File: config.mk
export PLATFORM = sky130hd
export DESIGN_NAME = slip_length_checksum_deframer_top
export DESIGN_NICKNAME = d
export VERILOG_FILES = /design/src/rtl/slcd_pkg.sv /design/src/rtl/slip_length_checksum_deframer_top.sv /design/src/rtl/slcd_in_stage.sv /design/src/rtl/slcd_decode.sv /design/src/rtl/slcd_out_stage.sv
export SDC_FILE = /design/constraint.sdc
export NUM_CORES = 1
export LEC_CHECK = 0
export ABC_CLOCK_PERIOD_IN_PS = 3000
export BUFFER_PORTS_ARGS = -buffer_cell sky130_fd_sc_hd__buf_2
export CAP_MARGIN = 10
export CORE_MARGIN = 3
export CORE_UTILIZATION = 30
export DETAILED_ROUTE_END_ITERATION = 7
export GPL_ROUTABILITY_DRIVEN = 0
export HOLD_SLACK_MARGIN = 0.03
export SYNTH_ARGS = -nofsm -noshare
export SYNTH_HDL_FRONTEND = slang
export SYNTH_HIERARCHICAL = 1
export SYNTH_SLANG_ARGS = --single-unit
File: constraint.sdc
create_clock -name clk -period 3 [get_ports clk]
set_clock_uncertainty 0.05 [all_clocks]
set_input_delay 0.3 -clock clk [delete_from_list [all_inputs] [get_ports clk]]
set_output_delay 0.3 -clock clk [all_outputs]
set_load 0.02 [all_outputs]
File: src/rtl/slcd_pkg.sv
// Shared constants, types and codes for the SLIP length and checksum deframer.
package slcd_pkg;

    // Default for the largest payload a frame may carry.
    localparam int MAX_PAYLOAD_DEF = 256;

    // SLIP symbols.
    localparam logic [7:0] SYM_FLAG     = 8'hC0;
    localparam logic [7:0] SYM_ESC      = 8'hDB;
    localparam logic [7:0] SYM_ESC_FLAG = 8'hDC;
    localparam logic [7:0] SYM_ESC_ESC  = 8'hDD;

    // Receiver phase within a frame.
    typedef enum logic [1:0] {
        ST_LEN_HI,
        ST_LEN_LO,
        ST_BODY,
        ST_IGNORE
    } rx_state_t;

    // Frame completion status codes.
    typedef enum logic [1:0] {
        STAT_NONE,
        STAT_BAD_ESC,
        STAT_BAD_LEN,
        STAT_CSUM
    } status_t;

    // One byte handed from the input register to the decoder.
    typedef struct packed {
        logic       fire;
        logic [7:0] data;
    } in_xfer_t;

    // One result item.
    typedef struct packed {
        logic       frame_start;
        logic       payload_valid;
        logic [7:0] payload_byte;
        logic [7:0] payload_index;
        logic       frame_done;
        logic       frame_good;
        logic [8:0] payload_length;
        status_t    status;
    } result_t;

endpackage

File: src/rtl/slip_length_checksum_deframer_top.sv
// Top level of the SLIP deframer with length field and checksum.
//
// Takes one received byte per transfer and returns exactly one result per byte. The block
// sustains one byte per clock cycle while the output is not stalled: a byte sits in the input
// register, is decoded against the frame state while it moves into the output register, and
// is presented from there. The frame state (phase, escape, length, running sum, payload
// position) updates once per byte in that single decode step. A frame opens with the 0xC0
// flag, carries a two-byte big-endian length that counts payload plus checksum, then the
// payload bytes with their index, then a checksum byte that makes the 8-bit sum of the
// length bytes, payload and checksum zero. A bad escape, a zero length or a length above
// MAX_PAYLOAD + 1 ends the frame with an error status, and bytes after any frame end are
// dropped with an empty result until the next flag.
module slip_length_checksum_deframer_top #(
    parameter int MAX_PAYLOAD = slcd_pkg::MAX_PAYLOAD_DEF
) (
    input  logic       clk,
    input  logic       rst_n,
    input  logic       in_valid,
    output logic       in_stall,
    input  logic [7:0] rx_byte,
    output logic       out_valid,
    input  logic       out_stall,
    output logic       frame_start,
    output logic       payload_valid,
    output logic [7:0] payload_byte,
    output logic [7:0] payload_index,
    output logic       frame_done,
    output logic       frame_good,
    output logic [8:0] payload_length,
    output logic [1:0] status
);
    import slcd_pkg::*;

    in_xfer_t xfer;
    result_t  result;
    result_t  out_result;
    logic     advance;

    slcd_in_stage u_in_stage (
        .clk      (clk),
        .rst_n    (rst_n),
        .in_valid (in_valid),
        .in_stall (in_stall),
        .rx_byte  (rx_byte),
        .advance  (advance),
        .xfer     (xfer)
    );

    slcd_decode #(
        .MAX_PAYLOAD (MAX_PAYLOAD)
    ) u_decode (
        .clk    (clk),
        .rst_n  (rst_n),
        .xfer   (xfer),
        .result (result)
    );

    slcd_out_stage u_out_stage (
        .clk        (clk),
        .rst_n      (rst_n),
        .fire       (xfer.fire),
        .result     (result),
        .advance    (advance),
        .out_valid  (out_valid),
        .out_stall  (out_stall),
        .out_result (out_result)
    );

    // Unpack the held result onto the ports.
    assign frame_start    = out_result.frame_start;
    assign payload_valid  = out_result.payload_valid;
    assign payload_byte   = out_result.payload_byte;
    assign payload_index  = out_result.payload_index;
    assign frame_done     = out_result.frame_done;
    assign frame_good     = out_result.frame_good;
    assign payload_length = out_result.payload_length;
    assign status         = out_result.status;

endmodule

File: src/rtl/slcd_in_stage.sv
// Input register that holds one received byte until the decoder takes it.
module slcd_in_stage (
    input  logic                 clk,
    input  logic                 rst_n,
    input  logic                 in_valid,
    output logic                 in_stall,
    input  logic [7:0]           rx_byte,
    input  logic                 advance,
    output slcd_pkg::in_xfer_t   xfer
);
    import slcd_pkg::*;

    logic       valid_reg;
    logic [7:0] byte_reg;

    // The register can take a new transfer when it is empty or when its content moves on.
    assign in_stall = valid_reg && !advance;

    always_ff @(posedge clk or negedge rst_n)
    begin
        if (!rst_n)
        begin
            valid_reg <= 1'b0;
        end
        else if (!in_stall)
        begin
            valid_reg <= in_valid;
        end
    end

    always_ff @(posedge clk)
    begin
        if (!in_stall && in_valid)
        begin
            byte_reg <= rx_byte;
        end
    end

    // The held byte is decoded in the cycle it advances.
    assign xfer.fire = valid_reg && advance;
    assign xfer.data = byte_reg;

endmodule

File: src/rtl/slcd_decode.sv
// Frame decoder: unstuffing, length check, payload indexing and checksum state.
module slcd_decode #(
    parameter int MAX_PAYLOAD = slcd_pkg::MAX_PAYLOAD_DEF
) (
    input  logic                clk,
    input  logic                rst_n,
    input  slcd_pkg::in_xfer_t  xfer,
    output slcd_pkg::result_t   result
);
    import slcd_pkg::*;

    // Payload positions run up to MAX_PAYLOAD.
    localparam int          IDX_W     = $clog2(MAX_PAYLOAD + 1);
    localparam logic [16:0] LEN_LIMIT = 17'(MAX_PAYLOAD + 1);

    rx_state_t          state_reg, state_next;
    logic               esc_reg, esc_next;
    logic [7:0]         len_hi_reg, len_hi_next;
    logic [7:0]         sum_reg, sum_next;
    logic [IDX_W-1:0]   idx_reg, idx_next;
    logic [IDX_W-1:0]   plen_reg, plen_next;

    logic [7:0]         ub;
    logic               have_byte;
    logic [15:0]        len_word;
    logic [7:0]         csum;

    // State registers.
    always_ff @(posedge clk or negedge rst_n)
    begin
        if (!rst_n)
        begin
            state_reg  <= ST_LEN_HI;
            esc_reg    <= 1'b0;
            len_hi_reg <= '0;
            sum_reg    <= '0;
            idx_reg    <= '0;
            plen_reg   <= '0;
        end
        else
        begin
            state_reg  <= state_next;
            esc_reg    <= esc_next;
            len_hi_reg <= len_hi_next;
            sum_reg    <= sum_next;
            idx_reg    <= idx_next;
            plen_reg   <= plen_next;
        end
    end

    // Next state and result for the byte being decoded.
    always_comb
    begin
        state_next  = state_reg;
        esc_next    = esc_reg;
        len_hi_next = len_hi_reg;
        sum_next    = sum_reg;
        idx_next    = idx_reg;
        plen_next   = plen_reg;
        result      = '0;
        ub          = xfer.data;
        have_byte   = 1'b0;
        len_word    = {len_hi_reg, xfer.data};
        csum        = sum_reg + xfer.data;

        if (xfer.fire)
        begin
            if (xfer.data == SYM_FLAG)
            begin
                // A flag always starts a fresh frame, dropping any partial one.
                result.frame_start = 1'b1;
                state_next         = ST_LEN_HI;
                esc_next           = 1'b0;
                len_hi_next        = '0;
                sum_next           = '0;
                idx_next           = '0;
                plen_next          = '0;
            end
            else if (state_reg != ST_IGNORE)
            begin
                // Undo byte stuffing.
                if (esc_reg)
                begin
                    esc_next = 1'b0;
                    if (xfer.data == SYM_ESC_FLAG)
                    begin
                        ub        = SYM_FLAG;
                        have_byte = 1'b1;
                    end
                    else if (xfer.data == SYM_ESC_ESC)
                    begin
                        ub        = SYM_ESC;
                        have_byte = 1'b1;
                    end
                    else
                    begin
                        result.frame_done = 1'b1;
                        result.status     = STAT_BAD_ESC;
                        state_next        = ST_IGNORE;
                    end
                end
                else if (xfer.data == SYM_ESC)
                begin
                    esc_next = 1'b1;
                end
                else
                begin
                    have_byte = 1'b1;
                end

                len_word = {len_hi_reg, ub};
                csum     = sum_reg + ub;

                // Place the unstuffed byte within the frame.
                if (have_byte)
                begin
                    unique case (state_reg)
                        ST_LEN_HI:
                        begin
                            len_hi_next = ub;
                            sum_next    = csum;
                            state_next  = ST_LEN_LO;
                        end
                        ST_LEN_LO:
                        begin
                            sum_next = csum;
                            if (len_word == 16'd0 || {1'b0, len_word} > LEN_LIMIT)
                            begin
                                result.frame_done = 1'b1;
                                result.status     = STAT_BAD_LEN;
                                state_next        = ST_IGNORE;
                            end
                            else
                            begin
                                plen_next  = IDX_W'(len_word - 16'd1);
                                idx_next   = '0;
                                state_next = ST_BODY;
                            end
                        end
                        ST_BODY:
                        begin
                            if (idx_reg < plen_reg)
                            begin
                                result.payload_valid = 1'b1;
                                result.payload_byte  = ub;
                                result.payload_index = 8'(idx_reg);
                                sum_next             = csum;
                                idx_next             = idx_reg + 1'b1;
                            end
                            else
                            begin
                                // Checksum byte: the total over the frame must be zero.
                                result.frame_done     = 1'b1;
                                result.frame_good     = (csum == 8'd0);
                                result.payload_length = 9'(plen_reg);
                                result.status         = (csum == 8'd0) ? STAT_NONE : STAT_CSUM;
                                state_next            = ST_IGNORE;
                            end
                        end
                        ST_IGNORE:
                        begin
                            state_next = ST_IGNORE;
                        end
                    endcase
                end
            end
        end
    end

    // A flag never ends a frame or carries payload.
    assert property (@(posedge clk) disable iff (!rst_n)
        result.frame_start |-> !result.frame_done && !result.payload_valid)
        else $error("flag byte produced frame end or payload");

    // Every frame end leaves the receiver dropping bytes until a flag.
    assert property (@(posedge clk) disable iff (!rst_n)
        result.frame_done |=> state_reg == ST_IGNORE)
        else $error("receiver not idle after frame end");

    // A flag restarts the length phase with no escape pending.
    assert property (@(posedge clk) disable iff (!rst_n)
        result.frame_start |=> state_reg == ST_LEN_HI && !esc_reg && sum_reg == 8'd0)
        else $error("flag did not restart the frame");

    // Each payload byte advances the position by one.
    assert property (@(posedge clk) disable iff (!rst_n)
        result.payload_valid |=> idx_reg == IDX_W'($past(idx_reg) + 1'b1))
        else $error("payload index did not advance");

endmodule

File: src/rtl/slcd_out_stage.sv
// Output register that holds one result until the receiver takes it.
module slcd_out_stage (
    input  logic               clk,
    input  logic               rst_n,
    input  logic               fire,
    input  slcd_pkg::result_t  result,
    output logic               advance,
    output logic               out_valid,
    input  logic               out_stall,
    output slcd_pkg::result_t  out_result
);
    import slcd_pkg::*;

    logic    valid_reg;
    result_t data_reg;

    // The register takes a new result when empty or when its result leaves.
    assign advance = !valid_reg || !out_stall;

    always_ff @(posedge clk or negedge rst_n)
    begin
        if (!rst_n)
        begin
            valid_reg <= 1'b0;
        end
        else if (advance)
        begin
            valid_reg <= fire;
        end
    end

    always_ff @(posedge clk)
    begin
        if (advance && fire)
        begin
            data_reg <= result;
        end
    end

    assign out_valid  = valid_reg;
    assign out_result = data_reg;

endmodule

## Word-level counts from Yosys, hierarchy flattened

Cells that the tools add are included.

- Register bits after elaboration: 78
- Input port bits: 12

- $add $sub $neg: 3
- Magnitude comparators: 2
- Mux-type cells: 62
- Equal/unequal tests: 11
- Reduce and logical (&&, ||, !) cells: 29
- Bitwise gates (word level): 5

Operators by type and width:

| operator | count |
|---|---|
| two-way mux 8 bit | 14 |
| two-way mux 9 bit | 10 |
| == test 8 bit (second input constant) | 4 |
| two-way mux 13 bit | 2 |
| two-way mux 2 bit | 11 |
| two-way mux 1 bit | 18 |
| one-hot mux 9 bit (2 select lines) | 1 |
| two-way mux 17 bit | 1 |
| > comparator 16 x 9 -> 1 bit (second input constant) | 1 |
| logical NOT 16 bit | 1 |
| one-hot mux 8 bit (2 select lines) | 1 |
| OR reduction 6 bit | 2 |
| two-way mux 10 bit | 1 |
| AND reduction 5 bit | 2 |
| adder 9 x 1 -> 9 bit (second input constant) | 1 |
| less-than comparator 9 bit | 1 |
| subtractor 9 x 1 -> 9 bit (second input constant) | 1 |
| adder 8 bit | 1 |
| logical NOT 8 bit | 1 |
| one-hot mux 2 bit (4 select lines) | 1 |
| nonzero test 2 bit | 4 |
| AND reduction 6 bit | 1 |
| nonzero test 3 bit | 2 |
| NOT 1 bit | 5 |
| 17 further kinds | 25 |

## Logic depth before layout (Yosys ltp)

Gate-level depths: netlist (run 1).

- Word-level depth: 14
- Gate-level depth with buffers: 12
- Gate-level depth less buffers: 11

## Cells and area by module

Netlist (run 1), hierarchy kept.

Modules (own cells, without submodules):

| module | area each (µm²) | instances | cells each |
|---|---|---|---|
| slcd_decode | 3,032.9 | 1 | 352 |
| slcd_out_stage | 978.4 | 1 | 35 |
| slcd_in_stage | 304.0 | 1 | 14 |

## Worst setup path after synthesis (run 1)

OpenSTA, ideal clock, no wires.

- Path type: register to register
- Start point: register u_in_stage.byte_reg[1]
- End point: register u_out_stage.data_reg (netlist bit u_out_stage/out_result[1]) (data pin)
- Data required time: 2,689 ps
- Cell stages (with the launch flop): 12
- Slack: -61 ps
- Arrival: 2,750 ps
- Clock period less this slack: 3,061 ps
- Cell sequence: edfxtp_1 -> buf_2 -> or2_2 -> o31ai_1 -> inv_1 -> ha_1 -> o21ai_0 -> a2111oi_0 -> a311oi_1 -> nand4bb_1 -> o31ai_1 -> a21oi_1

- Longest elaborated chain between the ends: 13
- Elaborated cells on any way between the ends: 28
- Classes of those cells: add/sub: 1; order compare: 1; eq/ne: 4; mux: 18; reduce/logical: 4

Ends and longest elaborated chain:

| element | RTL line | RTL |
|---|---|---|
| start: declaration | slcd_in_stage.sv:14 | `logic [7:0] byte_reg;` |
| start signal: assignment | slcd_in_stage.sv:35 | `byte_reg <= rx_byte;` |
| == test 8 bit | slcd_decode.sv:90 | `else if (xfer.data == SYM_ESC_ESC)` |
| two-way mux 8 bit | slcd_decode.sv:90 |  |
| two-way mux 8 bit | slcd_decode.sv:85 | `if (xfer.data == SYM_ESC_FLAG)` |
| two-way mux 8 bit | slcd_decode.sv:82 | `if (esc_reg)` |
| two-way mux 8 bit | slcd_decode.sv:79 | `else if (state_reg != ST_IGNORE)` |
| two-way mux 8 bit | slcd_decode.sv:68 | `if (xfer.data == SYM_FLAG)` |
| two-way mux 8 bit | slcd_decode.sv:66 | `if (xfer.fire)` |
| adder 8 bit | slcd_decode.sv:112 | `csum = sum_reg + ub;` |
| logical NOT 8 bit | slcd_decode.sv:156 | `result.status = (csum == 8'd0) ? STAT_NONE : STAT_CSUM;` |
| two-way mux 2 bit | slcd_decode.sv:156 |  |
| two-way mux 13 bit | slcd_decode.sv:142 | `if (idx_reg < plen_reg)` |
| one-hot mux 2 bit (2 select lines) | slcd_decode.sv:117 | `unique case (state_reg)` |
| two-way mux 13 bit | slcd_decode.sv:115 | `if (have_byte)` |
| end signal: assignment | slcd_out_stage.sv:36 | `data_reg <= result;` |
| end: declaration | slcd_out_stage.sv:15 | `result_t data_reg;` |

Several ways; a longest one is shown, not always the timed one. The select of a mux whose other input is x is not followed.
A chain may end at the register's enable or synchronous reset.

## Worst setup path in the final report (run 1)

- Start point: register u_in_stage.byte_reg[5]
- End point: register u_out_stage.data_reg (netlist bit u_out_stage/out_result[0]) (data pin)

The elaborated chain is that of the path after synthesis.

==> results of run 1 <==
## layout make-up
class | count | area, um2
clock inverters | 4 | 23.8
repair buffers | 74 | 445
multi-input cells | 278 | 2090
clock buffers | 12 | 246
flip-flops and latches | 78 | 2150
inverters | 23 | 86.3
fillers | 1390 | 8730
well taps | 180 | 225
## critical path: cells and delay by family (launching register included)
kind | cells | cell delay (ps)
AOI/OAI and AO/OA | 4 | 790
buffers and inverters | 2 | 280
and+or+nand+nor | 4 | 830
DFF | 1 | 380
adders and majority gates | 1 | 310
## through the flow
step	setup TNS, ps	util, %	total power, mW	hold slack, ps	worst slack (ps)
2_1_floorplan	0	-	2.55	-45.6	17.6
3_3_place_gp	0	34.8	3.00	420	122
3_5_place_dp	0	34.8	3.04	420	0.631
4_1_cts	0	36.8	4.06	70.5	4.67
5_1_grt	-14.6	37.6	4.38	71.0	-14.6
6_report	0	37.6	4.11	45.5	124
## power groups by stage
stage,clock [mW],sequential (mW),combinational (mW)
final,0.989,1.52,1.60
after global routing,1.07,1.55,1.76
after CTS,1.02,1.51,1.53
after detailed placement,0,1.53,1.51
after global placement,0,1.53,1.47
after floorplan,0,1.54,1.01
## synthesized netlist by cell type (3+ instances only)
cell       number
a21o_1          3
o21ai_0        25
xnor2_1         4
nand2b_1       12
or3_1           4
nor4_1         12
ha_1           22
o31ai_1        18
clkbuf_1       11
o211ai_1        3
xor2_1          3
nand2_1        22
nor2_1         27
nor2b_1         5
inv_1          22
edfxtp_1       39
buf_2           5
clkbuf_2        3
dfrtp_1        39
nand4_1         6
and3_1         16
and2_1          6
nor3_1          6
mux2_2          3
nand3_1        10
o2bb2ai_1       9
a21oi_1         9
## worst paths after layout
check	endpoint	slack (ps)	depth (start not counted)
max	u_out_stage/out_result[0]	120	11
min	u_decode/idx_reg[3]	50	1
max reg2reg	u_out_stage/out_result[0]	120	11
min reg2reg	u_decode/len_hi_reg[1]	440	1
max in group asynchronous	u_decode/esc_reg	2230	1
min in group clk	u_in_stage/byte_reg[4]	90	1
## what timing repair did
| action | 4_1_cts | 5_1_grt |
|---|---|---|
| pin swaps | 1 | 6 |
| setup buffers | 0 | 3 |
| resized for setup | 0 | 21 |
| cloned | 0 | 0 |
| endpoints found under the setup margin | 2 | 4 |
## kinds of logic after synthesis
group / Yosys count / synth area share (%)
and+or+nand+nor: 142 / 18.6
AOI/OAI and AO/OA: 100 / 17.3
DFF: 78 / 49.8
buffers and inverters: 45 / 4.44
adders and majority gates: 23 / 6.84
xor gates and xnor gates: 7 / 1.42
muxes: 6 / 1.59
## per-layer routing
layer / track usage (%) / part of all wire (%)
met3: 3.52 / 5.6
met5: 0 / 0
met4: 4.54 / 1.9
met1: 17.7 / 44
met2: 22.3 / 48
==> impl_metrics.csv, run 1 <==
group,metric,value,unit
clock_network,cts_hold_buf,0,
placement,detailed_place_hpwl,7850,um
sta,fin_crit_sh,95.9,%
clock_network,cts_tree,"built",
global_route,track_usage,13.7,%
synthesis,synth_edf_count,39,
critical_path,slowest_stage,"edfxtp_1",
critical_path,end_kind,"flop",
worst_hold_path,min_path_type,"primary input to async pin",
floorplan,core_area,14000,um2
finish,final_common_cell,"buf_2",
placement,dp_cells,630,
critical_path,timing.rr.start,"u_in_stage/byte_reg[5]",
global_route,grt_antenna_before_repair,0,
synthesis,ys_types,72,
global_route,overflow,0,
synthesis,yosysTopAreaCellShare,27.1,%
pwr,power.internal,2.61,mW
critical_path,cp-start-kind,"flop",
pwr,p_switching,1.50,mW
pwr,p_leak,2.25,nW
finish,nets,499,
job,cap_violations,0,
floorplan,dieArea,15900,um2
synthesis,syn_area_per_cell,10.8,um2
drt,drc_errors,0,
finish,layout-drive-gt1-share,25.8,%
pwr,powerDensity,781,nW/um2
drt,drt_first_iter_violations,319,
sta,tightest_slew,907,ps
synthesis,syn-num-nets,436,
critical_path,arrival,2910,ps
synthesis,ys_seq_area_share,49.8,%
critical_path,path_max_fanout,5,
drt,ant_nets,0,
floorplan,ios,45,
pwr,swShare,36.6,%
finish,final_cell_mix,"buf_2 (44), edfxtp_1 (39), dfrtp_1 (38)",
clock_network,cts.htree.levels,3,
global_route,grt_pass1_vias,3414,
sta,slew_violations,0,
finish,largest_reg_flops,31,
pwr,max-vdd-ir-drop,0.330,mV
critical_path,cp_slowest_stage_delay,380,ps
critical_path,startpoint,"u_in_stage/byte_reg[5]",
synthesis,synthCells,401,
placement,io_buffers,44,
finish,antennaDiodeCount,0,
synthesis,yosys.area.top_type,"edfxtp_1",
finish,fin_cells,649,
drt,vias,3389,
critical_path,crit_type,"flop to flop",
clock_network,cts_root_buf,"clkbuf_16",
global_route,grt_pass1_wl,17500,um
sta,final.min_clock_period,2880,ps
critical_path,path_cells,"nand3b_4 > buf_4 > o41ai_4 > inv_2 > ha_4 > nand2b_1 > a21o_1 > a311oi_2 > nand4bb_1 > nor4_2 > o21ai_1",
sta,hold_viol,0,
synthesis,ys_top_cells_by_area,"edfxtp_1 (27%), dfrtp_1 (23%), ha_1 (6.4%)",
sta,fmax,348,MHz
critical_path,required,3030,ps
synthesis,synth-async-reset-ratio,50.0,%
drt,wl,10600,um
finish,final_cell_area,5260,um2
clock_network,cts_buffers,9,
pwr,sequentialPowerShare,37.0,%
finish,area_delta_synth_final,21.9,%
drt,routedWlPerCell,16.3,um
clock_network,cts_buffer_depth,2,
clock_network,clkLatencyLatePin,340,ps
drt,firstDrtPassIters,4,
synthesis,ys_warn_count,6,
clock_network,cts.sinks,78,
sta,finalSetupViolCount,0,
synthesis,netlist_area,4320,um2
status,status,"completed",
drt,vias_per_cell,5.22,
floorplan,rows,43,
sta,slew-limit-headroom,39.5,%
placement,place_area,4870,um2
global_route,grt_max_degree,40,
floorplan,die_y,126,um
pwr,pwr-share-clk,24.1,%
synthesis,synth_seq_cells,78,
floorplan,die_w,126,um
clock_network,clk_pin_slew,60,ps
floorplan,initial_core_util,30.8,%
synthesis,ys.flop_type,"edfxtp_1",
pwr,power_frac_comb,39.0,%
Note: power is estimated with default switching activity, not from simulation.
==> inputs of run 2 (changes only) <==
--- a/config.mk
+++ b/config.mk
@@ -8,7 +8,7 @@
 export ABC_CLOCK_PERIOD_IN_PS = 3000
 export BUFFER_PORTS_ARGS = -buffer_cell sky130_fd_sc_hd__buf_2
 export CAP_MARGIN = 10
-export CORE_MARGIN = 3
+export CORE_MARGIN = 10
 export CORE_UTILIZATION = 30
 export DETAILED_ROUTE_END_ITERATION = 7
 export GPL_ROUTABILITY_DRIVEN = 0
==> run 2 against run 1 <==
Net effect: setup slack worse by 0.68 ps; first-iteration DRC count grew 42%; largest power group unchanged; total power rose by 1.9%; critical path type unchanged; count of clock-buffer cells in the layout is 2 lower; die area increased by 23%; sequential share of layout area down 0.11 points; fmax about the same; critical endpoint unchanged.
==> impl_metrics.csv, run 2 (same netlist as run 1, synthesis figures left out) <==
group,metric,value,unit
status,status,"completed",
job,cap_violations,0,
critical_path,path_cells,"inv_1 > o41ai_4 > inv_2 > ha_2 > nand4_1 > a21oi_2 > or2_2 > a311oi_2 > buf_4 > nor4_1 > o21ai_0",
clock_network,cts_hold_buf,0,
floorplan,ios,45,
critical_path,reg2reg_slack,120,ps
finish,layout-drive-gt1-share,25.6,%
sta,fmax,348,MHz
critical_path,cp_slowest_stage_delay,460,ps
finish,final_common_cell,"buf_2",
drt,vias,3491,
pwr,p_leak,2.25,nW
sta,setup_tns,0,ps
finish,fin_cells,648,
placement,detailed_place_hpwl,8050,um
global_route,overflow,0,
critical_path,slowest_stage,"dfrtp_2",
critical_path,arrival,2920,ps
clock_network,cts.sinks,78,
critical_path,cp-start-kind,"flop",
sta,fin_crit_sh,95.9,%
global_route,grt_antenna_before_repair,0,
clock_network,cts_buffer_depth,2,
pwr,max-vdd-ir-drop,0.421,mV
worst_hold_path,min_path_type,"primary input to async pin",
pwr,powerDensity,793,nW/um2
placement,io_buffers,44,
sta,slew-limit-headroom,38.2,%
drt,vias_per_cell,5.39,
drt,routedWlPerCell,17.0,um
global_route,grt_max_degree,40,
clock_network,cts.htree.levels,3,
finish,nets,498,
finish,antennaDiodeCount,0,
sta,tightest_slew,928,ps
finish,largest_reg_flops,31,
sta,rsz0062_at_grt,"true",
critical_path,r2r_cells,11,
drt,drc_errors,0,
drt,ant_nets,0,
clock_network,clkLatencyLatePin,340,ps
floorplan,rows,43,
critical_path,crit_family,"compound AO/OA/AOI/OAI gates",
sta,final.min_clock_period,2880,ps
critical_path,critPathBufInv,3,
critical_path,end_kind,"flop",
finish,area_delta_synth_final,22.2,%
floorplan,dieArea,19600,um2
drt,drt_first_iter_violations,453,
sta,finalSetupViolCount,0,
floorplan,die_y,140,um
floorplan,die_w,140,um
clock_network,cts_buffers,9,
drt,wl,11000,um
critical_path,crit_type,"flop to flop",
drt,firstDrtPassIters,7,
floorplan,core_area,14000,um2
clock_network,cts_root_buf,"clkbuf_16",
critical_path,path_max_fanout,9,
finish,final_cell_mix,"buf_2 (44), edfxtp_1 (39), dfrtp_1 (38)",
clock_network,cts_tree,"built",
floorplan,initial_core_util,30.8,%
clock_network,clk_pin_slew,60,ps
critical_path,path_depth,11,
global_route,track_usage,11.1,%
global_route,grt_pass1_wl,17900,um
placement,dp_cells,630,
sta,hold_viol,0,
global_route,grt_pass1_vias,3515,
critical_path,required,3040,ps
sta,slew_violations,0,
==> run 2: cell types whose count changed in the layout (fill, tap and decap cells not counted), sizes merged <==
cell | previous run | this run
buf | 74 | 73
bufinv | 0 | 1
clkbuf | 12 | 10
clkinv | 4 | 3
clkinvlp | 0 | 1
inv | 23 | 24
==> run 2: layout make-up <==
cell class              instances  area (um2)
clock buffers                  10         229
clock inverters                 6        60.1
fillers                      1385        8710
inverters                      23        86.3
multi-input cells             278        2080
flip-flops and latches         78        2150
well taps                     180         225
repair buffers                 73         450
==> run 2: worst register-to-register path, cell delays in order, from the launching register on <==
cell and delay [ps]:
dfrtp_2 460, inv_1 130, o41ai_4 390, inv_2 80, ha_2 390, nand4_1 170, a21oi_2 200, or2_2 150
a311oi_2 90, buf_4 170, nor4_1 240, o21ai_0 120
==> run 2: path summary, 6_finish.rpt <==
check,start,end
worst max-delay path,u_decode/esc_reg,u_out_stage/out_result[0]
worst min-delay path,rst_n,u_decode/idx_reg[1]
worst max register to register,u_decode/esc_reg,u_out_stage/out_result[0]
worst min register to register,u_decode/len_hi_reg[1],u_decode/len_hi_reg[1]
max in group asynchronous,rst_n,u_decode/esc_reg
min in group clk,rx_byte[5],u_in_stage/byte_reg[5]
==> run 2: report_power, final <==
part / switching [mW] / internal [mW]
clock network: 0.432 / 0.641
logic: 0.951 / 0.647
registers: 0.151 / 1.36
==> run 2: stage by stage <==
step           total power [mW]  hold slack [ps]  util (%)  setup slack [ps]  cell area [um2]
4_1_cts                    4.12             77.5      36.9              5.49             5160
5_1_grt                    4.45             74.4      37.7             -23.0             5280
6_report                   4.19             36.5      37.7               124             5280
3_3_place_gp               3.00              421      34.8               120             4870
2_1_floorplan              2.55            -45.6         -              17.6             4320
3_5_place_dp               3.04              421      34.8             -68.1             4870
==> run 2: repair_timing <==
action / in CTS / in global routing
gates resized for setup: 1 / 18
buffers inserted: 0 / 2
endpoints found under the setup margin: 3 / 6
pin swaps: 1 / 2
==> run 2: per-layer routing <==
metal	track usage (%)	part of all wire (%)	vias to the layer above
met5	0	0	-
met4	3.59	1.5	0
met3	3.21	5.3	15
met2	17.5	47	115
met1	14.2	46	1738
li1	-	-	1623
